[src/rtl/core/fpe_pkg.sv]
package fpe_pkg;

	localparam int MAX_FERNS_DEF  = 16;
	localparam int COMP_BITS_DEF  = 10;
	localparam int COUNT_BITS_DEF = 16;

	localparam int REQ_W  = 2;
	localparam int FERN_W = 4;
	localparam int LEAF_W = 10;
	localparam int CFG_W  = 5;
	localparam int FRAC_W = 16;
	localparam int VOTE_W = 20;

	localparam logic [CFG_W-1:0] FERN_COUNT_RST = 5'd10;

	localparam logic [REQ_W-1:0] REQ_TRAIN_POS = 2'd0;
	localparam logic [REQ_W-1:0] REQ_TRAIN_NEG = 2'd1;
	localparam logic [REQ_W-1:0] REQ_CLASSIFY  = 2'd2;

	// controller to datapath
	typedef struct packed {
		logic load;
		logic clr_step;
		logic rd;
		logic cnt_wr;
		logic div_go_post;
		logic post_wr;
		logic vote_add;
		logic div_go_mean;
		logic res_fire;
	} cmd_t;

	// datapath to controller
	typedef struct packed {
		logic clr_last;
		logic div_done;
		logic is_train;
		logic is_classify;
		logic is_last;
	} sts_t;

	// quotients above 16 bits clamp to the largest fraction
	function automatic logic [FRAC_W-1:0] sat_frac(input logic [VOTE_W-1:0] q);
		sat_frac = (|q[VOTE_W-1:FRAC_W]) ? {FRAC_W{1'b1}} : q[FRAC_W-1:0];
	endfunction

endpackage

[src/rtl/core/fpe_ctrl.sv]
module fpe_ctrl
	import fpe_pkg::*;
(
	input  logic clk,
	input  logic arst_n,
	input  logic start,
	output logic busy,
	output cmd_t cmd,
	input  sts_t sts
);

	typedef enum logic [3:0] {
		ST_CLEAR,
		ST_IDLE,
		ST_READ,
		ST_UPDATE,
		ST_POST_WAIT,
		ST_POST_WRITE,
		ST_VOTE,
		ST_MEAN_GO,
		ST_MEAN_WAIT,
		ST_MEAN_OUT
	} state_t;

	state_t state_q;
	cmd_t   cmd_q;
	logic   busy_q;

	// commands are registered: each set here applies in the state being entered
	always_ff @(posedge clk or negedge arst_n) begin
		cmd_t cmd_n;
		if (!arst_n) begin
			state_q <= ST_CLEAR;
			cmd_q   <= '{clr_step: 1'b1, default: 1'b0};
			busy_q  <= 1'b1;
		end else begin
			cmd_n = '0;
			case (state_q)
				ST_CLEAR: begin
					if (sts.clr_last) begin
						state_q    <= ST_IDLE;
						cmd_n.load = 1'b1;
						busy_q     <= 1'b0;
					end else begin
						cmd_n.clr_step = 1'b1;
					end
				end
				ST_IDLE: begin
					if (start) begin
						state_q  <= ST_READ;
						cmd_n.rd = 1'b1;
						busy_q   <= 1'b1;
					end else begin
						cmd_n.load = 1'b1;
					end
				end
				ST_READ: begin
					if (sts.is_train) begin
						state_q           <= ST_UPDATE;
						cmd_n.cnt_wr      = 1'b1;
						cmd_n.div_go_post = 1'b1;
					end else if (sts.is_classify) begin
						state_q        <= ST_VOTE;
						cmd_n.vote_add = 1'b1;
					end else begin
						// unused request code: drop the item
						state_q    <= ST_IDLE;
						cmd_n.load = 1'b1;
						busy_q     <= 1'b0;
					end
				end
				ST_UPDATE: begin
					state_q <= ST_POST_WAIT;
				end
				ST_POST_WAIT: begin
					if (sts.div_done) begin
						state_q       <= ST_POST_WRITE;
						cmd_n.post_wr = 1'b1;
					end
				end
				ST_POST_WRITE: begin
					state_q    <= ST_IDLE;
					cmd_n.load = 1'b1;
					busy_q     <= 1'b0;
				end
				ST_VOTE: begin
					if (sts.is_last) begin
						state_q           <= ST_MEAN_GO;
						cmd_n.div_go_mean = 1'b1;
					end else begin
						state_q    <= ST_IDLE;
						cmd_n.load = 1'b1;
						busy_q     <= 1'b0;
					end
				end
				ST_MEAN_GO: begin
					state_q <= ST_MEAN_WAIT;
				end
				ST_MEAN_WAIT: begin
					if (sts.div_done) begin
						state_q        <= ST_MEAN_OUT;
						cmd_n.res_fire = 1'b1;
					end
				end
				ST_MEAN_OUT: begin
					state_q    <= ST_IDLE;
					cmd_n.load = 1'b1;
					busy_q     <= 1'b0;
				end
				default: begin
					state_q    <= ST_IDLE;
					cmd_n.load = 1'b1;
					busy_q     <= 1'b0;
				end
			endcase
			cmd_q <= cmd_n;
		end
	end

	assign busy = busy_q;
	assign cmd  = cmd_q;

	a_busy_state: assert property (@(posedge clk) disable iff (!arst_n)
		1'b1 |-> (busy_q == (state_q != ST_IDLE)))
		else $error("busy out of step with controller state");

	a_div_wait: assert property (@(posedge clk) disable iff (!arst_n)
		sts.div_done |-> (state_q == ST_POST_WAIT || state_q == ST_MEAN_WAIT))
		else $error("divider finished outside a wait state");

	a_accept_read: assert property (@(posedge clk) disable iff (!arst_n)
		(start && !busy_q) |=> cmd_q.rd)
		else $error("accepted item not followed by table read");

endmodule

[config.mk]
export PLATFORM = sky130hd
export DESIGN_NAME = fpe_ctrl
export DESIGN_NICKNAME = d
export VERILOG_FILES = /design/src/rtl/core/fpe_pkg.sv /design/src/rtl/core/fpe_ctrl.sv
export SDC_FILE = /design/constraint.sdc
export NUM_CORES = 1
export LEC_CHECK = 0
export ABC_AREA = 1
export BUFFER_PORTS_ARGS = -buffer_cell sky130_fd_sc_hd__buf_2
export CORE_MARGIN = 8
export CORE_UTILIZATION = 40
export DETAILED_ROUTE_END_ITERATION = 7
export PLACE_DENSITY_LB_ADDON = 0.15
export SYNTH_ARGS = -nofsm -noshare
export SYNTH_HDL_FRONTEND = slang
export SYNTH_SLANG_ARGS = --single-unit
[constraint.sdc]
create_clock -name clk -period 1.3 [get_ports clk]
set_clock_uncertainty 0.2 [all_clocks]
set_input_delay 0.39 -clock clk [delete_from_list [all_inputs] [get_ports clk]]
set_output_delay 0.39 -clock clk [all_outputs]
set_load 0.05 [all_outputs]
== Yosys cells after proc, flatten, opt, wreduce, memory -nomap -nowiden ==
Index checks and enable logic that the tools add are counted.

* Add/subtract/negate cells: 0
* $mul: 0
* Div/mod/pow operators: 0
* $lt $le $gt $ge: 0
* Equality and inequality tests: 14
* Shifts and indexed selects: 0
* Multiplexer cells: 34
* Bitwise gates (word level): 1
* Reductions and logical operators: 4

{| class="wikitable"
|+ Operators by type and width
! cell !! count
|-
| 4-bit one-hot mux with 8 select lines || 1
|-
| 1-bit two-way mux || 22
|-
| 4-bit two-way mux || 5
|-
| 2-bit != test (second input constant) || 7
|-
| 4-bit by 3-bit == test with 1-bit output (second input constant) || 3
|-
| 1-bit one-hot mux with 5 select lines || 2
|-
| 4-bit by 2-bit == test with 1-bit output (second input constant) || 2
|-
| 3-bit two-way mux || 2
|-
| 6-bit AND reduction || 1
|-
| 4-bit by 1-bit == test with 1-bit output (second input constant) || 1
|-
| 4-bit == test (second input constant) || 1
|-
| 4-bit logical NOT || 1
|-
| 2-bit two-way mux || 2
|-
| 4-bit AND reduction || 1
|-
| 4-bit OR reduction || 1
|-
| 1-bit NOT || 1
|}

* Register bits after elaboration: 14
* Bits in latches: 0
* Memory bits (writable): 0
* ROM bits: 0
* Bits of input ports: 8
* Output and inout bits: 10
* Memories: 0

== Longest topological paths before layout ==
Gate-level depths: netlist (run 1).

* Depth in word-level cells: 4
* Depth in mapped cells: 8

== Least setup slack after synthesis (run 1) ==
OpenSTA, ideal clock, no wires.

* Kind: flip-flop to output port
* From: reg cmd_q, in the netlist cmd[5]
* To: out cmd[5] (netlist name)
* Data arrival time: 0.886 ns
* Required time: 0.710 ns
* Path slack: -0.176 ns
* Cell stages (with the launch flop): 2
* Cell sequence: dfrtp_1 -> buf_4

{| class="wikitable"
|+ RTL lines
! item !! line !! text
|-
| from (decl) || fpe_ctrl.sv:26 || <nowiki>cmd_t cmd_q;</nowiki>
|-
| from (signal assigned) || fpe_ctrl.sv:116 || <nowiki>cmd_q <= cmd_n;</nowiki>
|-
| to (decl) || fpe_ctrl.sv:8 || <nowiki>output cmd_t cmd,</nowiki>
|}

No word-level cell between the ends.

== Worst setup path after layout (run 1) ==
* From: reg busy_q, in the netlist busy
* To: out busy

{| class="wikitable"
|+ RTL lines
! item !! line !! text
|-
| from (decl) || fpe_ctrl.sv:27 || <nowiki>logic busy_q;</nowiki>
|-
| from (signal assigned) || fpe_ctrl.sv:35 || <nowiki>busy_q <= 1'b1;</nowiki>
|-
| from (signal assigned) || fpe_ctrl.sv:43 || <nowiki>busy_q <= 1'b0;</nowiki>
|-
| from (signal assigned) || fpe_ctrl.sv:52 || <nowiki>busy_q <= 1'b1;</nowiki>
|-
| to (decl) || fpe_ctrl.sv:7 || <nowiki>output logic busy,</nowiki>
|}

No word-level cell between the ends.

==> flow_metrics.env, run 1 <==
export IMPL_outcome="complete, but fails checks"
export IMPL_violated_checks="setup timing"
export IMPL_p_per_area_mw_per_mm2=2210
export IMPL_cts_inserted_buffers=3
export IMPL_antenna_violations_before_repair=0
export IMPL_start_util=0.415
export IMPL_achievable_frequency_mhz=643
export IMPL_max_cap_violations=0
export IMPL_drt_wl_total_mm=1.69
export IMPL_synth_distinct_cells=22
export IMPL_total_grt_usage=0.104
export IMPL_die_h_um=57.9
export IMPL_grt_first_pass_wirelength_mm=2.68
export IMPL_critical_path_top_delay_family="flip-flops"
export IMPL_first_global_vias=660
export IMPL_syn_nets=91
export IMPL_avgRoutedWirePerCell_um=12.3
export IMPL_maxSlewViolCount=0
export IMPL_proportion_of_register_bits_with_asynchronous_set_or_reset_after_synthesis=1.00
export IMPL_cts_sinks=13
export IMPL_startpoint_type="flop"
export IMPL_worstPathArrival_ns=0.97
export IMPL_drt_pass1_iterations=4
export IMPL_final_net_count=129
export IMPL_worstPathCellList="buf_8"
export IMPL_antenna_cells_inserted=0
export IMPL_criticalPathCategory="flop to primary output"
export IMPL_core_region_area_mm2=0.00169
export IMPL_die_width_um=57.9
export IMPL_tns_ns=-1.81
export IMPL_total_half_perimeter_wirelength_after_legalization_and_detailed_placement_mm=1.20
export IMPL_io_pin_count=18
export IMPL_gr_total_overflow=0
export IMPL_slew_at_the_pin_closest_to_its_max_slew_limit_ns=0.291
export IMPL_ratio_of_cells_with_drive_above_1_in_the_final_layout=0.633
export IMPL_worst_path_buf_inv=1
export IMPL_place_ws_ns=-0.117
export IMPL_worst_setup_path_end_kind="primary output"
export IMPL_worst_hold_path_type="primary input to flop"
export IMPL_ir_drop_v=0.00116
export IMPL_detail_route_antenna_nets=0
export IMPL_clkLatencyLatePin_ns=0.27
export IMPL_synth_edff_count=0
export IMPL_synth_cell_area_um2=701
export IMPL_tritoncts_clock_tree="yes"
export IMPL_post_route_min_period_ns=1.56
export IMPL_ys_seq_area_frac=0.468
export IMPL_grt_max_degree=14
export IMPL_utilization=0.685
export IMPL_ys_warn_count=0
export IMPL_gp_routability_congestion=0.874
export IMPL_synth_avg_cell_area_um2=8.44
export IMPL_worst_path_largest_cell_delay_ns=0.55
export IMPL_netlist_instances=83
export IMPL_worst_path_max_delay_cell="sky130_fd_sc_hd__dfstp_2"
export IMPL_max_slew_margin=0.806
export IMPL_detail_route_drc_violations=0
export IMPL_cp_data_required_time_ns=0.71
export IMPL_drt_vias_per_instance=4.82
export IMPL_vias=660
export IMPL_die_area_mm2=0.00335
export IMPL_clk_path_buf_depth=2
export IMPL_static_leakage_power_nw=0.640
export IMPL_area_grow_syn2layout_pct=65.2
export IMPL_clock_root_buffer="sky130_fd_sc_hd__clkbuf_4"
export IMPL_htree_levels=1
export IMPL_final_critical_path_setup_slack_ns=-0.256
export IMPL_timing_critical_path_fanout_max=2
export IMPL_ys_dominant_reg_cell="sky130_fd_sc_hd__dfrtp_1"
export IMPL_grt_setup_unrepaired="true"
export IMPL_ys_seq_elements=13
export IMPL_initial_detailed_routing_violation_count=8
export IMPL_clk_transition_reported_paths_ns=0.07
export IMPL_port_buffers=17
export IMPL_fp_row_count=15
export IMPL_hold_violations=0
export IMPL_hold_slack_ns=0.192
export IMPL_r2r_setup_slack_ns=-0.17
export IMPL_fin_crit_sh=1.20
export IMPL_setup_viol_count_final=17
## logic make-up after synthesis
group | after synthesis | share of synthesized area
AO/OA/AOI/OAI | 4 | 0.0446
buffers and inverters | 19 | 0.107
flip-flops | 13 | 0.468
AND/OR/NAND/NOR | 47 | 0.380
## sequential cells by signal, summed over array words and instances, names as in the netlist
register	count
state_q	4
cmd	8
busy	1
## stage by stage
| step | cells | instance area, um^2 | total power [mW] |
|---|---|---|---|
| 3_5_place_dp | 127 | 883 | 1.74 |
| 3_3_place_gp | 127 | 883 | 1.74 |
| 4_1_cts | 133 | 1030 | 2.22 |
| 6_report | 137 | 1160 | 2.56 |
| 5_1_grt | 137 | 1160 | 2.72 |
| 2_1_floorplan | 83 | 706 | 1.44 |
## per-layer routing
| metal | vias up | global-route usage | part of all wire |
|---|---|---|---|
| li1 | 320 | - | - |
| met1 | 316 | 0.105 | 0.37 |
| met2 | 22 | 0.177 | 0.54 |
| met3 | 2 | 0.0574 | 0.089 |
| met4 | 0 | 0.0385 | 0.0059 |
| met5 | - | 0 | 0 |
## path summary, 6_finish.rpt
| path | start | end | cells past startpoint |
|---|---|---|---|
| worst max-delay path | busy | busy | 1 |
| worst min-delay path | sts[3] | cmd[3] | 3 |
| worst max register to register | state_q[1] | state_q[0] | 7 |
| worst min register to register | busy | busy | 2 |
| max in group asynchronous | arst_n | busy | 2 |
| min in group asynchronous | arst_n | cmd[5] | 2 |
## cell type report
| cell class | count | area, um^2 |
|---|---|---|
| flip-flops and latches | 13 | 334 |
| well taps | 17 | 21.3 |
| repair buffers | 34 | 324 |
| multi-input cells | 51 | 377 |
| clock buffers | 4 | 26.3 |
| inverters | 18 | 75.1 |
| fillers | 130 | 532 |
## cells in the mapped netlist, types with 2 or more instances
master                    instances  area [um^2]
sky130_fd_sc_hd__dfrtp_1         11          275
sky130_fd_sc_hd__dfstp_2          2         52.6
sky130_fd_sc_hd__inv_1           13         48.8
sky130_fd_sc_hd__inv_2            4         15.0
sky130_fd_sc_hd__nand2_1         18         67.6
sky130_fd_sc_hd__nand2_2          6         37.5
sky130_fd_sc_hd__nand3_1          2         10.0
sky130_fd_sc_hd__nor2_1           8         30.0
sky130_fd_sc_hd__nor2_2           4         25.0
sky130_fd_sc_hd__nor2_4           3         33.8
## power breakdown
group / leakage, nW / internal [mW] / switching (mW)
registers: 0.160 / 0.540 / 0.116
logic: 0.465 / 0.735 / 0.924
clock network: 0.0150 / 0.119 / 0.122
total: 0.640 / 1.39 / 1.16
## layout by cell type (no fill, tap or decap)
cell and count:
sky130_fd_sc_hd__nand2_1 16, sky130_fd_sc_hd__buf_6 15, sky130_fd_sc_hd__inv_1 9, sky130_fd_sc_hd__buf_4 8
sky130_fd_sc_hd__nor2_4 7, sky130_fd_sc_hd__buf_2 7, sky130_fd_sc_hd__inv_2 6, sky130_fd_sc_hd__nand2_4 6
sky130_fd_sc_hd__dfrtp_1 6, sky130_fd_sc_hd__nor2_1 5, sky130_fd_sc_hd__dfrtp_2 5, sky130_fd_sc_hd__inv_4 3
sky130_fd_sc_hd__nand2_2 3, sky130_fd_sc_hd__nor2_2 3, sky130_fd_sc_hd__clkbuf_4 3, sky130_fd_sc_hd__nand3_4 2
sky130_fd_sc_hd__dfstp_2 2, sky130_fd_sc_hd__buf_8 2, sky130_fd_sc_hd__o211ai_1 1, sky130_fd_sc_hd__o211a_1 1
sky130_fd_sc_hd__nand3b_4 1, sky130_fd_sc_hd__o21ai_1 1, sky130_fd_sc_hd__a21oi_2 1, sky130_fd_sc_hd__nand4_1 1
sky130_fd_sc_hd__nand3_1 1, sky130_fd_sc_hd__and2_1 1, sky130_fd_sc_hd__nand3_2 1, sky130_fd_sc_hd__clkbuf_1 1
sky130_fd_sc_hd__dlygate4sd3_1 1, sky130_fd_sc_hd__buf_12 1
## worst reg2reg max path: stages, from the launching register on
cell and delay [ns]:
sky130_fd_sc_hd__dfrtp_2 0.44, sky130_fd_sc_hd__nor2_4 0.23, sky130_fd_sc_hd__inv_1 0.11, sky130_fd_sc_hd__nand2_1 0.08
sky130_fd_sc_hd__nand2_1 0.06, sky130_fd_sc_hd__o21ai_1 0.15, sky130_fd_sc_hd__nand2_1 0.08, sky130_fd_sc_hd__nand2_1 0.06
## what timing repair did
action | in CTS | in global routing
setup endpoints to repair | 16 | 20
endpoints found under the hold margin | 11 | 0
buffers inserted | 1 | 4
resized for setup | 34 | 24
pin swaps | 7 | 16
hold buffers | 1 | 0
Note: power is estimated with default switching activity, not from simulation.
==> run 2: changes to the inputs <==
--- a/config.mk
+++ b/config.mk
@@ -10,6 +10,7 @@
 export CORE_MARGIN = 8
 export CORE_UTILIZATION = 40
 export DETAILED_ROUTE_END_ITERATION = 7
+export MAX_ROUTING_LAYER = met4
 export PLACE_DENSITY_LB_ADDON = 0.15
 export SYNTH_ARGS = -nofsm -noshare
 export SYNTH_HDL_FRONTEND = slang
==> flow_metrics.env, run 2 (synthesized netlist as in run 1, its figures left out) <==
export IMPL_fin_crit_sh=1.20
export IMPL_gp_routability_congestion=0.888
export IMPL_power_share_switching=0.455
export IMPL_sequentialPowerShare=0.257
export IMPL_core_region_area_mm2=0.00169
export IMPL_initial_detailed_routing_violation_count=8
export IMPL_die_width_um=57.9
export IMPL_final_fill_count=130
export IMPL_ratio_of_cells_with_drive_above_1_in_the_final_layout=0.633
export IMPL_grt_first_pass_wirelength_mm=2.68
export IMPL_die_area_mm2=0.00335
export IMPL_power_frac_comb=0.649
export IMPL_slew_at_the_pin_closest_to_its_max_slew_limit_ns=0.291
export IMPL_placed_area_um2=883
export IMPL_footprint_of_the_multi_input_gates_um2=377
export IMPL_critical_path_top_delay_family="flip-flops"
export IMPL_max_cap_violations=0
export IMPL_final_critical_path_setup_slack_ns=-0.256
export IMPL_detail_route_antenna_nets=0
export IMPL_area_grow_syn2layout_pct=65.2
export IMPL_grt_setup_unrepaired="true"
export IMPL_cts_sinks=13
export IMPL_startpoint_type="flop"
export IMPL_netSwitchingPower_mw=1.16
export IMPL_tns_ns=-1.81
export IMPL_rr_startpoint="state_q[1]"
export IMPL_start_util=0.415
export IMPL_avgRoutedWirePerCell_um=12.3
export IMPL_worst_setup_path_end_kind="primary output"
export IMPL_vias=660
export IMPL_drt_pass1_iterations=4
export IMPL_finalInstanceArea_mm2=0.00116
export IMPL_power_total_mw=2.56
export IMPL_die_h_um=57.9
export IMPL_timing_critical_path_fanout_max=2
export IMPL_largest_reg_flops=8
export IMPL_hold_violations=0
export IMPL_rr_worst_depth=7
export IMPL_drt_vias_per_instance=4.82
export IMPL_detail_route_drc_violations=0
export IMPL_worst_hold_path_type="primary input to flop"
export IMPL_total_grt_usage=0.107
export IMPL_violated_checks="setup timing"
export IMPL_worstPathArrival_ns=0.97
export IMPL_worstPathCellList="buf_8"
export IMPL_first_global_vias=660
export IMPL_static_leakage_power_nw=0.640
export IMPL_cell_count_after_placement=127
export IMPL_clock_root_buffer="sky130_fd_sc_hd__clkbuf_4"
export IMPL_htree_levels=1
export IMPL_p_per_area_mw_per_mm2=2210
export IMPL_total_half_perimeter_wirelength_after_legalization_and_detailed_placement_mm=1.20
export IMPL_ir_drop_v=0.00116
export IMPL_cp_data_required_time_ns=0.71
export IMPL_final_instance_count_excl_fill=137
export IMPL_p_clk_frac=0.094
export IMPL_final_net_count=129
export IMPL_timing_hold_worst_path_depth=3
export IMPL_antenna_cells_inserted=0
export IMPL_cts_inserted_buffers=3
export IMPL_setup_viol_count_final=17
export IMPL_min_delay_worst_endpoint="cmd[3]"
export IMPL_outcome="complete, but fails checks"
export IMPL_drt_wl_total_mm=1.69
export IMPL_clk_transition_reported_paths_ns=0.07
export IMPL_post_route_min_period_ns=1.56
export IMPL_maxSlewViolCount=0
export IMPL_antenna_violations_before_repair=0
export IMPL_criticalPathCategory="flop to primary output"
export IMPL_layout_commonest_cell="sky130_fd_sc_hd__nand2_1"
export IMPL_worstHoldStart="sts[3]"
export IMPL_clkLatencyLatePin_ns=0.27
export IMPL_achievable_frequency_mhz=643
export IMPL_timing_rr_end="state_q[0]"
export IMPL_r2r_setup_slack_ns=-0.17
export IMPL_max_slew_margin=0.806
export IMPL_layout_cells_most_common_list="16 x sky130_fd_sc_hd__nand2_1, 15 x sky130_fd_sc_hd__buf_6, 9 x sky130_fd_sc_hd__inv_1"
export IMPL_grt_max_degree=14
export IMPL_clk_path_buf_depth=2
export IMPL_worst_path_max_delay_cell="sky130_fd_sc_hd__dfstp_2"
export IMPL_tritoncts_clock_tree="yes"
export IMPL_worst_path_largest_cell_delay_ns=0.55
export IMPL_io_pin_count=18
export IMPL_worst_path_buf_inv=1
export IMPL_seqCellArea_um2=334
export IMPL_fp_row_count=15
export IMPL_cell_internal_pwr_mw=1.39
export IMPL_gr_total_overflow=0
export IMPL_port_buffers=17
[run 2: cell counts in the layout (fill, tap and decap cells not counted)]
Identical to the previous run, type by type.
[run 2: area by class of cell]
class | count | share of cell area
tap | 17 | 0.0184
sequential | 13 | 0.289
clock buffer | 4 | 0.0227
multi-input combinational | 51 | 0.325
timing repair buffer | 34 | 0.280
inverter | 18 | 0.0649
[run 2: how the worst max path moves through the flow]
stage,startpoint,end,slack (ns),depth (start not counted)
detailed placement,state_q[2],state_q[0],-0.12,7
global route,busy,busy,-0.30,1
finish,busy,busy,-0.26,1
floorplan,state_q[1],state_q[1],0.0007,5
global placement,state_q[2],busy,-0.13,7
CTS,busy,busy,-0.27,1
[run 2: timing repair]
item	4_1_cts	5_1_grt
endpoints found under the hold margin	11	0
setup endpoints to repair	16	20
resized for setup	34	24
pin swaps	7	16
setup buffers	1	4
hold buffers	1	0
[run 2: metal layers]
metal	global-route usage	vias to the layer above	part of all wire
li1	-	320	-
met1	0.108	316	0.38
met2	0.177	22	0.54
met3	0.0530	2	0.082
met4	0.0385	0	0.0059
met5	-	-	0
[run 2: power groups by stage]
stage / combinational (mW) / sequential [mW] / clock, mW
after floorplan: 0.591 / 0.848 / 0
after global placement: 1.12 / 0.619 / 0
after detailed placement: 1.12 / 0.622 / 0
after CTS: 1.31 / 0.653 / 0.257
after global routing: 1.77 / 0.673 / 0.275
final: 1.66 / 0.656 / 0.241
[run 2: per-stage QoR]
stage	hold slack [ns]	worst slack (ns)	utilization
final	0.192	-0.256	0.685
after global routing	0.204	-0.300	0.685
after CTS	0.169	-0.266	0.610
after detailed placement	0.0947	-0.117	0.523
after global placement	0.0914	-0.130	0.523
after floorplan	-0.106	0.000670	-
